`src/design/decimal_significant_digit_scanner_unit_macros.svh`:
```
// Assertion macros used by the scanner back end (dsds_back).
`ifndef DECIMAL_SIGNIFICANT_DIGIT_SCANNER_UNIT_MACROS_SVH
`define DECIMAL_SIGNIFICANT_DIGIT_SCANNER_UNIT_MACROS_SVH

// Same-cycle implication.
`define DSDS_ASSERT_NOW(label, clk, rst, ante, cons, msg) \
   label: assert property (@(posedge clk) disable iff (rst) (ante) |-> (cons)) \
      else $error(msg);

// Next-cycle implication.
`define DSDS_ASSERT_NEXT(label, clk, rst, ante, cons, msg) \
   label: assert property (@(posedge clk) disable iff (rst) (ante) |=> (cons)) \
      else $error(msg);

`endif

```
`src/design/dsds_pkg.sv`:
```
package dsds_pkg;

   localparam int POS_W   = 18;
   localparam int POS_MIN = -131072;
   localparam int POS_MAX = 131071;

   localparam int QUEUE_DEPTH = 4;
   localparam int QPTR_W      = 2;
   localparam int QCNT_W      = 3;

   localparam logic [2:0] TK_DIGIT = 3'd0;
   localparam logic [2:0] TK_POINT = 3'd1;
   localparam logic [2:0] TK_EXP   = 3'd2;
   localparam logic [2:0] TK_PLUS  = 3'd3;
   localparam logic [2:0] TK_MINUS = 3'd4;
   localparam logic [2:0] TK_END   = 3'd5;
   localparam logic [2:0] TK_OTHER = 3'd6;

   typedef struct packed {
      logic [2:0] cls;
      logic [3:0] val;
   } tok_type;

   typedef struct packed {
      logic full;
      logic empty;
   } qstat_type;

endpackage

```
`src/design/dsds_front.sv`:
```
module dsds_front
   import dsds_pkg::*;
(
   input  logic       req_valid,
   output logic       req_stall,
   input  logic [7:0] req_char_code,
   input  qstat_type  qstat,
   output logic       push,
   output tok_type    push_tok
);

   localparam logic [7:0] CH_0     = 8'h30;
   localparam logic [7:0] CH_9     = 8'h39;
   localparam logic [7:0] CH_PLUS  = 8'h2B;
   localparam logic [7:0] CH_MINUS = 8'h2D;
   localparam logic [7:0] CH_POINT = 8'h2E;
   localparam logic [7:0] CH_LO_E  = 8'h65;
   localparam logic [7:0] CH_UP_E  = 8'h45;
   localparam logic [7:0] CH_NUL   = 8'h00;

   assign req_stall = qstat.full;
   assign push      = req_valid && !qstat.full;

   always_comb begin
      push_tok.val = 4'd0;
      if (req_char_code inside {[CH_0:CH_9]}) begin
         push_tok.cls = TK_DIGIT;
         push_tok.val = 4'(req_char_code - CH_0);
      end else if (req_char_code == CH_POINT) begin
         push_tok.cls = TK_POINT;
      end else if (req_char_code inside {CH_LO_E, CH_UP_E}) begin
         push_tok.cls = TK_EXP;
      end else if (req_char_code == CH_PLUS) begin
         push_tok.cls = TK_PLUS;
      end else if (req_char_code == CH_MINUS) begin
         push_tok.cls = TK_MINUS;
      end else if (req_char_code == CH_NUL) begin
         push_tok.cls = TK_END;
      end else begin
         push_tok.cls = TK_OTHER;
      end
   end

endmodule

```
`src/design/dsds_queue.sv`:
```
module dsds_queue
   import dsds_pkg::*;
(
   input  logic      clock,
   input  logic      reset,
   input  logic      push,
   input  tok_type   push_tok,
   input  logic      pop,
   output tok_type   pop_tok,
   output qstat_type qstat
);

   tok_type             slot_ff [QUEUE_DEPTH];
   logic [QPTR_W-1:0]   wr_ptr_ff, wr_ptr_in;
   logic [QPTR_W-1:0]   rd_ptr_ff, rd_ptr_in;
   logic [QCNT_W-1:0]   count_ff, count_in;

   assign qstat.full  = (count_ff == QCNT_W'(QUEUE_DEPTH));
   assign qstat.empty = (count_ff == '0);
   assign pop_tok     = slot_ff[rd_ptr_ff];

   always_comb begin
      wr_ptr_in = push ? wr_ptr_ff + 1'b1 : wr_ptr_ff;
      rd_ptr_in = pop ? rd_ptr_ff + 1'b1 : rd_ptr_ff;
      count_in  = count_ff;
      if (push && !pop) begin
         count_in = count_ff + 1'b1;
      end else if (pop && !push) begin
         count_in = count_ff - 1'b1;
      end
   end

   always_ff @(posedge clock) begin
      if (push) begin
         slot_ff[wr_ptr_ff] <= push_tok;
      end
   end

   always_ff @(posedge clock) begin
      if (reset) begin
         wr_ptr_ff <= '0;
         rd_ptr_ff <= '0;
         count_ff  <= '0;
      end else begin
         wr_ptr_ff <= wr_ptr_in;
         rd_ptr_ff <= rd_ptr_in;
         count_ff  <= count_in;
      end
   end

endmodule

```
`src/design/dsds_back.sv`:
```
`include "decimal_significant_digit_scanner_unit_macros.svh"

module dsds_back
   import dsds_pkg::*;
#(
   parameter int MAX_DIGITS = 65535,
   parameter int EXP_MAX    = 65535
)
(
   input  logic                    clock,
   input  logic                    reset,
   input  qstat_type               qstat,
   input  tok_type                 pop_tok,
   output logic                    pop,
   output logic                    rsp_valid,
   input  logic                    rsp_stall,
   output logic                    rsp_ok,
   output logic                    rsp_is_zero,
   output logic signed [POS_W-1:0] rsp_top_position,
   output logic signed [POS_W-1:0] rsp_bottom_position
);

   localparam int FW  = $clog2(MAX_DIGITS + 1);
   localparam int CW  = FW + 1;
   localparam int EW  = $clog2(EXP_MAX + 1);
   localparam int EXW = EW + 4;
   localparam int SW  = ((CW > EW + 1) ? CW : EW + 1) + 1;
   localparam int XW  = (SW > POS_W) ? SW : POS_W;

   localparam logic signed [XW-1:0]    X_MIN = XW'(POS_MIN);
   localparam logic signed [XW-1:0]    X_MAX = XW'(POS_MAX);
   localparam logic signed [POS_W-1:0] P_MIN = POS_W'(POS_MIN);
   localparam logic signed [POS_W-1:0] P_MAX = POS_W'(POS_MAX);

   localparam logic [3:0] PH_START       = 4'd0;
   localparam logic [3:0] PH_LEAD        = 4'd1;
   localparam logic [3:0] PH_INT         = 4'd2;
   localparam logic [3:0] PH_FRAC        = 4'd3;
   localparam logic [3:0] PH_EXP_START   = 4'd4;
   localparam logic [3:0] PH_EXP_DIGITS  = 4'd5;
   localparam logic [3:0] PH_DONE_REJECT = 4'd6;
   localparam logic [3:0] PH_DONE_ZERO   = 4'd7;
   localparam logic [3:0] PH_DONE_ACCEPT = 4'd8;

   localparam logic [1:0] KIND_NONE   = 2'd0;
   localparam logic [1:0] KIND_REJECT = 2'd1;
   localparam logic [1:0] KIND_ZERO   = 2'd2;
   localparam logic [1:0] KIND_VALUE  = 2'd3;

   logic [3:0]           phase_ff, phase_in;
   logic                 lead0_ff, lead0_in;
   logic signed [CW-1:0] top_ff, top_in;
   logic signed [CW-1:0] bot_ff, bot_in;
   logic [FW-1:0]        frac_ff, frac_in;
   logic                 top_fixed_ff, top_fixed_in;
   logic [EW-1:0]        exp_ff, exp_in;
   logic                 exp_neg_ff, exp_neg_in;

   logic                    rsp_valid_ff, rsp_valid_in;
   logic                    rsp_ok_ff, rsp_ok_in;
   logic                    rsp_zero_ff, rsp_zero_in;
   logic signed [POS_W-1:0] rsp_top_ff, rsp_top_in;
   logic signed [POS_W-1:0] rsp_bot_ff, rsp_bot_in;

   logic                 slot_free;
   logic [1:0]           kind;
   logic [3:0]           eff_phase;
   logic signed [CW-1:0] frac_pos;
   logic [EXW-1:0]       exp_mul;
   logic signed [EW:0]   exp_s;
   logic signed [SW-1:0] sum_top, sum_bot;
   logic signed [XW-1:0] ext_top, ext_bot;
   logic signed [POS_W-1:0] clamp_top, clamp_bot;

   assign slot_free = !rsp_valid_ff || !rsp_stall;
   assign pop       = !qstat.empty && (pop_tok.cls != TK_END || slot_free);
   assign eff_phase = (phase_ff == PH_START) ? PH_LEAD : phase_ff;
   assign frac_pos  = $signed(~{1'b0, frac_ff});
   assign exp_mul   = (EXW'(exp_ff) << 3) + (EXW'(exp_ff) << 1) + EXW'(pop_tok.val);

   always_comb begin
      phase_in     = eff_phase;
      lead0_in     = lead0_ff;
      top_in       = top_ff;
      bot_in       = bot_ff;
      frac_in      = frac_ff;
      top_fixed_in = top_fixed_ff;
      exp_in       = exp_ff;
      exp_neg_in   = exp_neg_ff;
      kind         = KIND_NONE;
      if (phase_ff == PH_START && pop_tok.cls inside {TK_PLUS, TK_MINUS}) begin
         phase_in = PH_LEAD;
      end else begin
         case (eff_phase)
            PH_LEAD: begin
               if (pop_tok.cls == TK_DIGIT && pop_tok.val == 4'd0) begin
                  lead0_in = 1'b1;
               end else if (pop_tok.cls == TK_END) begin
                  kind = lead0_ff ? KIND_ZERO : KIND_REJECT;
               end else if (pop_tok.cls == TK_DIGIT) begin
                  phase_in = PH_INT;
                  top_in   = '0;
                  bot_in   = '0;
               end else if (pop_tok.cls == TK_POINT) begin
                  phase_in     = PH_FRAC;
                  bot_in       = '0;
                  top_fixed_in = 1'b0;
               end else begin
                  phase_in = PH_DONE_REJECT;
               end
            end
            PH_INT: begin
               case (pop_tok.cls)
                  TK_DIGIT: begin
                     if (top_ff < CW'(MAX_DIGITS)) begin
                        top_in = top_ff + CW'(1);
                     end
                     if (pop_tok.val != 4'd0) begin
                        bot_in = '0;
                     end else if (bot_ff < CW'(MAX_DIGITS)) begin
                        bot_in = bot_ff + CW'(1);
                     end
                  end
                  TK_POINT: begin
                     phase_in     = PH_FRAC;
                     bot_in       = '0;
                     top_fixed_in = 1'b1;
                  end
                  TK_END:  kind     = KIND_VALUE;
                  TK_EXP:  phase_in = PH_EXP_START;
                  default: phase_in = PH_DONE_REJECT;
               endcase
            end
            PH_FRAC: begin
               if (pop_tok.cls == TK_DIGIT) begin
                  if (pop_tok.val != 4'd0) begin
                     bot_in = frac_pos;
                     if (!top_fixed_ff) begin
                        top_in       = frac_pos;
                        top_fixed_in = 1'b1;
                     end
                  end
                  if (frac_ff < FW'(MAX_DIGITS)) begin
                     frac_in = frac_ff + 1'b1;
                  end
               end else if (!top_fixed_ff) begin
                  if (pop_tok.cls == TK_END) begin
                     kind = KIND_ZERO;
                  end else begin
                     phase_in = PH_DONE_ZERO;
                  end
               end else if (pop_tok.cls == TK_END) begin
                  kind = KIND_VALUE;
               end else if (pop_tok.cls == TK_EXP) begin
                  phase_in = PH_EXP_START;
               end else begin
                  phase_in = PH_DONE_REJECT;
               end
            end
            PH_EXP_START: begin
               case (pop_tok.cls)
                  TK_MINUS: begin
                     exp_neg_in = 1'b1;
                     phase_in   = PH_EXP_DIGITS;
                  end
                  TK_PLUS: phase_in = PH_EXP_DIGITS;
                  TK_DIGIT: begin
                     exp_in   = EW'(pop_tok.val);
                     phase_in = PH_EXP_DIGITS;
                  end
                  TK_END:  kind     = KIND_REJECT;
                  default: phase_in = PH_DONE_REJECT;
               endcase
            end
            PH_EXP_DIGITS: begin
               if (pop_tok.cls == TK_DIGIT) begin
                  if (exp_mul > EXW'(EXP_MAX)) begin
                     exp_in = EW'(EXP_MAX);
                  end else begin
                     exp_in = exp_mul[EW-1:0];
                  end
               end else if (pop_tok.cls == TK_END) begin
                  kind = KIND_VALUE;
               end else begin
                  phase_in = PH_DONE_ACCEPT;
               end
            end
            PH_DONE_REJECT: if (pop_tok.cls == TK_END) kind = KIND_REJECT;
            PH_DONE_ZERO:   if (pop_tok.cls == TK_END) kind = KIND_ZERO;
            PH_DONE_ACCEPT: if (pop_tok.cls == TK_END) kind = KIND_VALUE;
            default: begin
               phase_in = PH_DONE_REJECT;
               if (pop_tok.cls == TK_END) kind = KIND_REJECT;
            end
         endcase
      end
      if (kind != KIND_NONE) begin
         phase_in     = PH_START;
         lead0_in     = 1'b0;
         top_in       = -CW'(1);
         bot_in       = '0;
         frac_in      = '0;
         top_fixed_in = 1'b0;
         exp_in       = '0;
         exp_neg_in   = 1'b0;
      end
   end

   always_comb begin
      exp_s   = exp_neg_ff ? -$signed({1'b0, exp_ff}) : $signed({1'b0, exp_ff});
      sum_top = SW'(top_ff) + SW'(exp_s);
      sum_bot = SW'(bot_ff) + SW'(exp_s);
      ext_top = XW'(sum_top);
      ext_bot = XW'(sum_bot);
      if (ext_top < X_MIN) begin
         clamp_top = P_MIN;
      end else if (ext_top > X_MAX) begin
         clamp_top = P_MAX;
      end else begin
         clamp_top = ext_top[POS_W-1:0];
      end
      if (ext_bot < X_MIN) begin
         clamp_bot = P_MIN;
      end else if (ext_bot > X_MAX) begin
         clamp_bot = P_MAX;
      end else begin
         clamp_bot = ext_bot[POS_W-1:0];
      end
   end

   always_comb begin
      rsp_valid_in = rsp_valid_ff && rsp_stall;
      rsp_ok_in    = rsp_ok_ff;
      rsp_zero_in  = rsp_zero_ff;
      rsp_top_in   = rsp_top_ff;
      rsp_bot_in   = rsp_bot_ff;
      if (pop && kind != KIND_NONE) begin
         rsp_valid_in = 1'b1;
         case (kind)
            KIND_ZERO: begin
               rsp_ok_in   = 1'b1;
               rsp_zero_in = 1'b1;
               rsp_top_in  = P_MIN;
               rsp_bot_in  = P_MIN;
            end
            KIND_VALUE: begin
               rsp_ok_in   = 1'b1;
               rsp_zero_in = 1'b0;
               rsp_top_in  = clamp_top;
               rsp_bot_in  = clamp_bot;
            end
            default: begin
               rsp_ok_in   = 1'b0;
               rsp_zero_in = 1'b0;
               rsp_top_in  = '0;
               rsp_bot_in  = '0;
            end
         endcase
      end
   end

   always_ff @(posedge clock) begin
      if (reset) begin
         phase_ff     <= PH_START;
         lead0_ff     <= 1'b0;
         top_ff       <= -CW'(1);
         bot_ff       <= '0;
         frac_ff      <= '0;
         top_fixed_ff <= 1'b0;
         exp_ff       <= '0;
         exp_neg_ff   <= 1'b0;
         rsp_valid_ff <= 1'b0;
      end else begin
         if (pop) begin
            phase_ff     <= phase_in;
            lead0_ff     <= lead0_in;
            top_ff       <= top_in;
            bot_ff       <= bot_in;
            frac_ff      <= frac_in;
            top_fixed_ff <= top_fixed_in;
            exp_ff       <= exp_in;
            exp_neg_ff   <= exp_neg_in;
         end
         rsp_valid_ff <= rsp_valid_in;
      end
   end

   always_ff @(posedge clock) begin
      rsp_ok_ff   <= rsp_ok_in;
      rsp_zero_ff <= rsp_zero_in;
      rsp_top_ff  <= rsp_top_in;
      rsp_bot_ff  <= rsp_bot_in;
   end

   assign rsp_valid           = rsp_valid_ff;
   assign rsp_ok              = rsp_ok_ff;
   assign rsp_is_zero         = rsp_zero_ff;
   assign rsp_top_position    = rsp_top_ff;
   assign rsp_bottom_position = rsp_bot_ff;

   `DSDS_ASSERT_NOW(a_reject_clear, clock, reset, rsp_valid_ff && !rsp_ok_ff,
      !rsp_zero_ff && rsp_top_ff == '0 && rsp_bot_ff == '0, "reject result not cleared")
   `DSDS_ASSERT_NOW(a_zero_min, clock, reset, rsp_valid_ff && rsp_zero_ff,
      rsp_ok_ff && rsp_top_ff == P_MIN && rsp_bot_ff == P_MIN, "zero result malformed")
   `DSDS_ASSERT_NOW(a_pop_nonempty, clock, reset, pop, !qstat.empty,
      "pop from empty queue")
   `DSDS_ASSERT_NEXT(a_end_resets, clock, reset, pop && pop_tok.cls == TK_END,
      phase_ff == PH_START && !lead0_ff && exp_ff == '0, "scan state not reset after end")

endmodule

```
`src/design/decimal_significant_digit_scanner_unit.sv`:
```
// Decimal significant-digit scanner: takes one ASCII character per cycle on the req_
// channel while req_stall is low; a zero byte ends the text and produces one result on
// the rsp_ channel after passing the token queue and the registered result stage. A
// classifier feeds a four-entry token queue; the scan engine behind it retires one
// token per cycle and halts only on a terminator while the previous result is still
// waiting, so the sustained rate is one character per cycle and req_stall rises only
// when the queue fills. MAX_DIGITS bounds the digit counters and EXP_MAX the exponent;
// both set the width of the internal counters and the final shift-and-clamp adder.
module decimal_significant_digit_scanner_unit
   import dsds_pkg::*;
#(
   parameter int MAX_DIGITS = 65535,
   parameter int EXP_MAX    = 65535
)
(
   input  logic                    clock,
   input  logic                    reset,
   input  logic                    req_valid,
   output logic                    req_stall,
   input  logic [7:0]              req_char_code,
   output logic                    rsp_valid,
   input  logic                    rsp_stall,
   output logic                    rsp_ok,
   output logic                    rsp_is_zero,
   output logic signed [POS_W-1:0] rsp_top_position,
   output logic signed [POS_W-1:0] rsp_bottom_position
);

   qstat_type qstat;
   logic      push;
   logic      pop;
   tok_type   push_tok;
   tok_type   pop_tok;

   dsds_front u_front (
      .req_valid     (req_valid),
      .req_stall     (req_stall),
      .req_char_code (req_char_code),
      .qstat         (qstat),
      .push          (push),
      .push_tok      (push_tok)
   );

   dsds_queue u_queue (
      .clock    (clock),
      .reset    (reset),
      .push     (push),
      .push_tok (push_tok),
      .pop      (pop),
      .pop_tok  (pop_tok),
      .qstat    (qstat)
   );

   dsds_back #(
      .MAX_DIGITS (MAX_DIGITS),
      .EXP_MAX    (EXP_MAX)
   ) u_back (
      .clock               (clock),
      .reset               (reset),
      .qstat               (qstat),
      .pop_tok             (pop_tok),
      .pop                 (pop),
      .rsp_valid           (rsp_valid),
      .rsp_stall           (rsp_stall),
      .rsp_ok              (rsp_ok),
      .rsp_is_zero         (rsp_is_zero),
      .rsp_top_position    (rsp_top_position),
      .rsp_bottom_position (rsp_bottom_position)
   );

endmodule
```
`config.mk`:
```
export PLATFORM = sky130hd
export DESIGN_NAME = decimal_significant_digit_scanner_unit
export DESIGN_NICKNAME = d
export VERILOG_FILES = /design/src/design/dsds_pkg.sv /design/src/design/dsds_front.sv /design/src/design/dsds_queue.sv /design/src/design/dsds_back.sv /design/src/design/decimal_significant_digit_scanner_unit.sv
export VERILOG_INCLUDE_DIRS = /design/src /design/src/design
export SDC_FILE = /design/constraint.sdc
export NUM_CORES = 1
export LEC_CHECK = 0
export BUFFER_PORTS_ARGS = -buffer_cell sky130_fd_sc_hd__buf_2
export CAP_MARGIN = 20
export CORE_MARGIN = 2
export CORE_UTILIZATION = 57
export CTS_CLUSTER_DIAMETER = 40
export DETAILED_ROUTE_END_ITERATION = 10
export GPL_TIMING_DRIVEN = 0
export MAX_ROUTING_LAYER = met4
export PLACE_DENSITY = 0.84
export SETUP_SLACK_MARGIN = 0.1
export SLEW_MARGIN = 25
export SYNTH_ARGS = -nofsm -noshare
export SYNTH_HDL_FRONTEND = slang
export SYNTH_SLANG_ARGS = --single-unit
```
`constraint.sdc`:
```
create_clock -name clock -period 3.9 [get_ports clock]
set_input_delay 0.78 -clock clock [delete_from_list [all_inputs] [get_ports clock]]
set_output_delay 0.78 -clock clock [all_outputs]
set_load 0.02 [all_outputs]
```
# Word level (Yosys, flattened, before mapping)
# Memories as Yosys holds them, arrays and structs flattened. A register that Yosys moved wholly into a read port is not among the register bits.
# Index checks and enable logic that the tools add are counted.
# classes
mux,103
reduce_logical,48
magnitude_cmp,10
n_eq_ne,39
bitwise,1
n_addsub,13
# ops
cell,n
$mux 17,21
$mux 16,10
$pmux 17 s3,2
$mux 18,4
$pmux 18 s2,2
$mux 4,13
$add 17x17->18,2
$gt 18x18->1 const B,2
$lt 18x18->1 const B,2
$add 17x2->17 const B,2
$lt 17x17->1 const B,2
$pmux 17 s2,1
$pmux 16 s2,1
$ne 3x1->1 const B,9
$mux 2,13
$eq 8x6->1 const B,3
$mux 3,8
$pmux 4 s6,1
$mux 1,23
$reduce_bool 2->1,11
$add 19x17->20,1
$add 20x4->20,1
$gt 20x16->1 const B,1
$reduce_and 10->1,2
other kinds (40),77
# word_totals
out_inout_bits,40
ramBits,28
memories,1
regBits,119
inputBits,12
wordCells,231
# memory_table
memory,depth,word_bits,read_ports,rd_clocked_by_memory_dff,wr,line_no,rtl
u_queue.slot_ff,4,7,1,1,1,dsds_queue.sv:13,tok_type slot_ff [QUEUE_DEPTH];

# Logic depth before layout (Yosys ltp)
# depth
word_depth,9
depth_mapped,16
depth_no_buf,15

# Modules after synthesis
# Synthesis repeated with hierarchy kept, for this count alone.
# unflattened
hier_cells,1148
area_unflattened_um2,10269.8
# modules_own_cells
mod,instances,area_each_um2,cells_per_inst,seq_area_each_um2
dsds_back,1,8658.3,1045,2622.5
dsds_queue,1,1442.6,81,1021.0
dsds_front,1,168.9,22,0.0

# Worst setup path after synthesis
# No wires, ideal clock.
# synth_timing
path_type,register to register
startpoint,reg with a tool-made name
endpoint,reg u_back.top_ff[15]
path_stages_with_launch,10
t_arrival_ns,3.975
slack_ns,-0.218
n_path_buf,2
setup_time_ns,0.143
required_time_ns,3.757
synth_period_minus_slack_ns,4.118
path_cell_list,dfxtp_1 > buf_6 > mux4_2 > nand3b_1 > nor3_2 > a41oi_2 > nand2b_1 > buf_6 > o41ai_2 > o311ai_1
# synth_lines
element,line_no,rtl
"end signal, assigned",dsds_back.sv:266,top_ff <= -CW'(1);
"end signal, assigned",dsds_back.sv:277,top_ff <= top_in;
"end, declared",dsds_back.sv:52,"logic signed [CW-1:0] top_ff, top_in;"

# Worst setup path in the final report
# layout_timing
startpoint,reg u_back.exp_ff[0]
endpoint,"reg u_back.rsp_top_ff[16], in the netlist u_back.rsp_top_position[16], data pin"
# layout_between
elab_chain_cells,7
elab_cells_between_ends,8
cone_classes,add/sub: 2; order compare: 2; mux: 4
# layout_lines
element,line_no,rtl
"start, declared",dsds_back.sv:56,"logic [EW-1:0] exp_ff, exp_in;"
"start signal, assigned",dsds_back.sv:281,exp_ff <= exp_in;
$neg 16->17,dsds_back.sv:210,"exp_s = exp_neg_ff ? -$signed({1'b0, exp_ff}) : $signed({1'b0, exp_ff});"
$mux 17 *,dsds_back.sv:210,
$add 17x17->18 *,dsds_back.sv:211,sum_top = SW'(top_ff) + SW'(exp_s);
$gt 18x18->1,dsds_back.sv:217,end else if (ext_top > X_MAX) begin
$mux 18,dsds_back.sv:217,
$mux 18 *,dsds_back.sv:215,if (ext_top < X_MIN) begin
$pmux 18 s2 *,dsds_back.sv:239,case (kind)
"end signal, assigned",dsds_back.sv:291,rsp_top_ff <= rsp_top_in;
"end, declared",dsds_back.sv:62,"logic signed [POS_W-1:0] rsp_top_ff, rsp_top_in;"
# Every way passes the cells marked *; elsewhere a longest branch is shown, timed or not.
# A chain may end at the register's enable or synchronous reset.

==> flow_summary.ini <==
[status]
outcome = finished clean

[cells_and_area]
fill_cells = 1395
regArea_um2 = 3640
fin_util = 0.659
final_cell_area_um2 = 11400
syn_to_final_growth_pct = 12.9
diodes = 0
final_layout_size_suffix_gt1_frac = 0.128
multiInputGateArea_um2 = 6150
layout.nets = 1295
fin_cells = 1442

[global_routing]
antenna_found_initial = 0
grt_start_max_net_pins = 18
grtUsageTotal = 0.298
grt_first_pass_wirelength_um = 42900
grt_pass1_vias = 8674
grt-ovfl-total = 0

[timing]
finalHoldViolCount = 0
drv_slew = 0
fin_skew_ns = 0.00995
fin_crit_ns = 3.69
setup-tns-final_ns = 0
rsz0062_at_grt = yes
worst_slew_pin_slew_ns = 0.979
fin_crit_sh = 0.945
setup_violations = 0
fmax_mhz = 271
relSlewSlack = 0.338

[routing]
wire_per_inst_um = 18.2
routed-via-count = 9071
firstDrtPassIters = 5
via_per_inst = 6.29
drc_errors = 0
wl_um = 26200
drtIter0Drc = 1089
ant_nets = 0

[power]
peakVddDrop_mv = 0.367
finalPower_uw = 7620
power.leakage_uw = 0.00446
pwr-share-clk = 0.234
power_density_nw_per_um2 = 666
pwr-share-seq = 0.283
switchingPower_uw = 3180
intPower_uw = 4450
switching_share = 0.416
comb_power_share = 0.483

[yosys]
syn_inst = 1131
async_flop_share = 0
yosys_warnings = 0
syn_nets = 1222
ys_types = 84
yosysSeqAreaShare = 0.359
synth_area_per_cell_um2 = 8.97
ys_ff_latch = 149
yosys_most_used_dff = dfxtp_1
synth-edff-count = 66
synthesis.area_um2 = 10100

[placed_design]
place.gp.congestion = 0.964
portBuffers = 49
placed_area_um2 = 10700
place_hpwl_um = 19000
placedCellCount = 1407

[die]
row_count = 48
start_util = 0.584
die_h_um = 137
die-width_um = 137
core_um2 = 17400
io-pin-count = 52
die_area_um2 = 18900

[setup_path]
path_cells = inv_1 -> ha_1 -> nand2_1 -> o21ai_0 -> inv_1 -> fa_1 -> nor2b_1 -> o31a_1 -> o31ai_1 -> a31oi_1 -> a211oi_1 -> or3_1 -> a21oi_1
cp_slowest_cell = dfxtp_2
critPathBufInv = 2
cp.depth = 13
end_kind = flip-flop
path_max_fanout = 8
required_ns = 4.16
cp_top_family = compound AO/OA/AOI/OAI gates
arrival_ns = 3.95
max_stage_delay_ns = 0.49
cp-start-kind = flip-flop
path_class = flip-flop to flip-flop
path_common_cell = inv_1
reg2reg_depth = 13

[clocking]
htreeDepth = 4
clock_latency_ns = 0.44
clock_path_buffers = 2
cts_buffers = 17
cts_root_buffer = clkbuf_16
tritoncts = done
clk_pin_slew_ns = 0.06
cts_hold_buffers = 0
clock-sinks = 149

[job]
max_cap_viol_count = 0

[worst_hold_path]
worstHoldPathType = flip-flop to flip-flop
min_path_cells = 2
==> worst register-to-register path, delay by kind of cell (launching register included) <==
family,cells,cell delay (ns)
buf+inv,2,0.30
flops,1,0.49
fa+ha+maj,2,0.74
compound gates,6,1.37
simple gates,3,0.62
==> synth_stat cells (14+ instances only) <==
library cell  count  share of area
dfxtp_1          83           0.16
clkbuf_1         42          0.016
nor2b_1          14         0.0086
nor3_1           25          0.012
ha_1             74          0.091
nand2_1          78          0.029
xor2_1           36          0.031
o21ai_0          41          0.020
a21oi_1          86          0.042
o22ai_1          20          0.012
xnor2_1          44          0.038
and2_1           14         0.0086
inv_1            38          0.014
nor2_1          124          0.046
nand3_1          44          0.022
nand4_1          19          0.012
or3_1            17          0.010
edfxtp_1         66           0.20
o211ai_1         14          0.010
a211oi_1         20          0.015
==> cell usage in the layout (no fill, tap or decap), drive strengths merged, types with 5 or more instances in the layout <==
cell / instances
nor2: 125
a21oi: 88
dfxtp: 83
nand2: 79
ha: 74
buf: 73
edfxtp: 66
clkbuf: 59
nand3: 44
xnor2: 44
o21ai: 43
inv: 40
xor2: 36
nor3: 26
a211oi: 21
o22ai: 20
nand4: 19
or3: 17
and2: 15
nor2b: 14
o211ai: 14
a311oi: 13
a31oi: 12
o21bai: 12
nand2b: 11
o21a: 11
o31ai: 11
and3: 10
or2: 10
nor4: 10
a21o: 9
mux4: 7
a211o: 7
mux2i: 7
and4: 6
clkinv: 6
fa: 5
o41ai: 5
==> through the flow <==
step	setup slack, ns	hold slack [ns]
2_1_floorplan	0.219	0.460
3_3_place_gp	-0.650	0.490
3_5_place_dp	-0.382	0.496
4_1_cts	0.0675	0.511
5_1_grt	0.00456	0.538
6_report	0.214	0.509
==> path summary, 6_finish.rpt <==
kind | to | start | slack, ns
setup / recovery | u_back.rsp_top_position[16] | u_back.exp_ff[0] | 0.21
hold / removal | u_back.lead0_ff | u_back.lead0_ff | 0.51
setup reg to reg | u_back.rsp_top_position[16] | u_back.exp_ff[0] | 0.21
hold reg to reg | u_back.lead0_ff | u_back.lead0_ff | 0.51
==> sequential cells by signal, summed over array words and instances (netlist names), named ones only <==
signal	cells
u_queue.slot_ff	28
u_back.rsp_bottom_position	18
u_back.rsp_top_position	18
u_back.bot_ff	17
u_back.top_ff	17
u_back.exp_ff	16
u_back.frac_ff	16
u_back.phase_ff	4
u_queue.count_ff	3
u_queue.rd_ptr_ff	2
u_queue.wr_ptr_ff	2
u_back.exp_neg_ff	1
u_back.lead0_ff	1
u_back.rsp_is_zero	1
u_back.rsp_ok	1
u_back.rsp_valid	1
u_back.top_fixed_ff	1
==> routing by layer <==
layer,vias to the layer above,track usage,wire (um)
met5,-,-,0
met4,0,0.143,1140
met3,84,0.0478,1660
met2,385,0.489,12500
met1,4259,0.358,10900
li1,4343,-,-
==> kinds of logic (layout without fill, tap and decap cells) <==
logic type,Yosys count,after routing,share of synthesized area
AO/OA/AOI/OAI,299,299,0.199
XOR/XNOR,80,80,0.0691
adder cells (fa/ha/maj),79,79,0.101
buffers and inverters,98,184,0.0419
flip-flops,149,149,0.359
multiplexers,16,16,0.0247
AND/OR/NAND/NOR,410,410,0.205
==> final cells by class <==
type | instances | area share
tap | 225 | 0.0246
buffer | 59 | 0.0251
multi-input combinational | 884 | 0.537
inverter | 38 | 0.0125
clock inverter | 14 | 0.0175
sequential | 149 | 0.318
clock buffer | 18 | 0.0384
timing repair buffer | 55 | 0.0260
==> power groups by stage <==
stage / logic, uW / clock network (uW) / registers, uW
2_1_floorplan: 2770 / 0 / 2140
3_3_place_gp: 3430 / 0 / 2170
3_5_place_dp: 3520 / 0 / 2180
4_1_cts: 3590 / 1790 / 2150
5_1_grt: 4070 / 1860 / 2180
6_report: 3680 / 1790 / 2150
==> repair_timing <==
action	4_1_cts	5_1_grt
setup endpoints to repair	19	40
setup buffers	1	3
resized for setup	6	18
pin swaps	0	1
No activity file was read; power rests on OpenSTA's default activity.
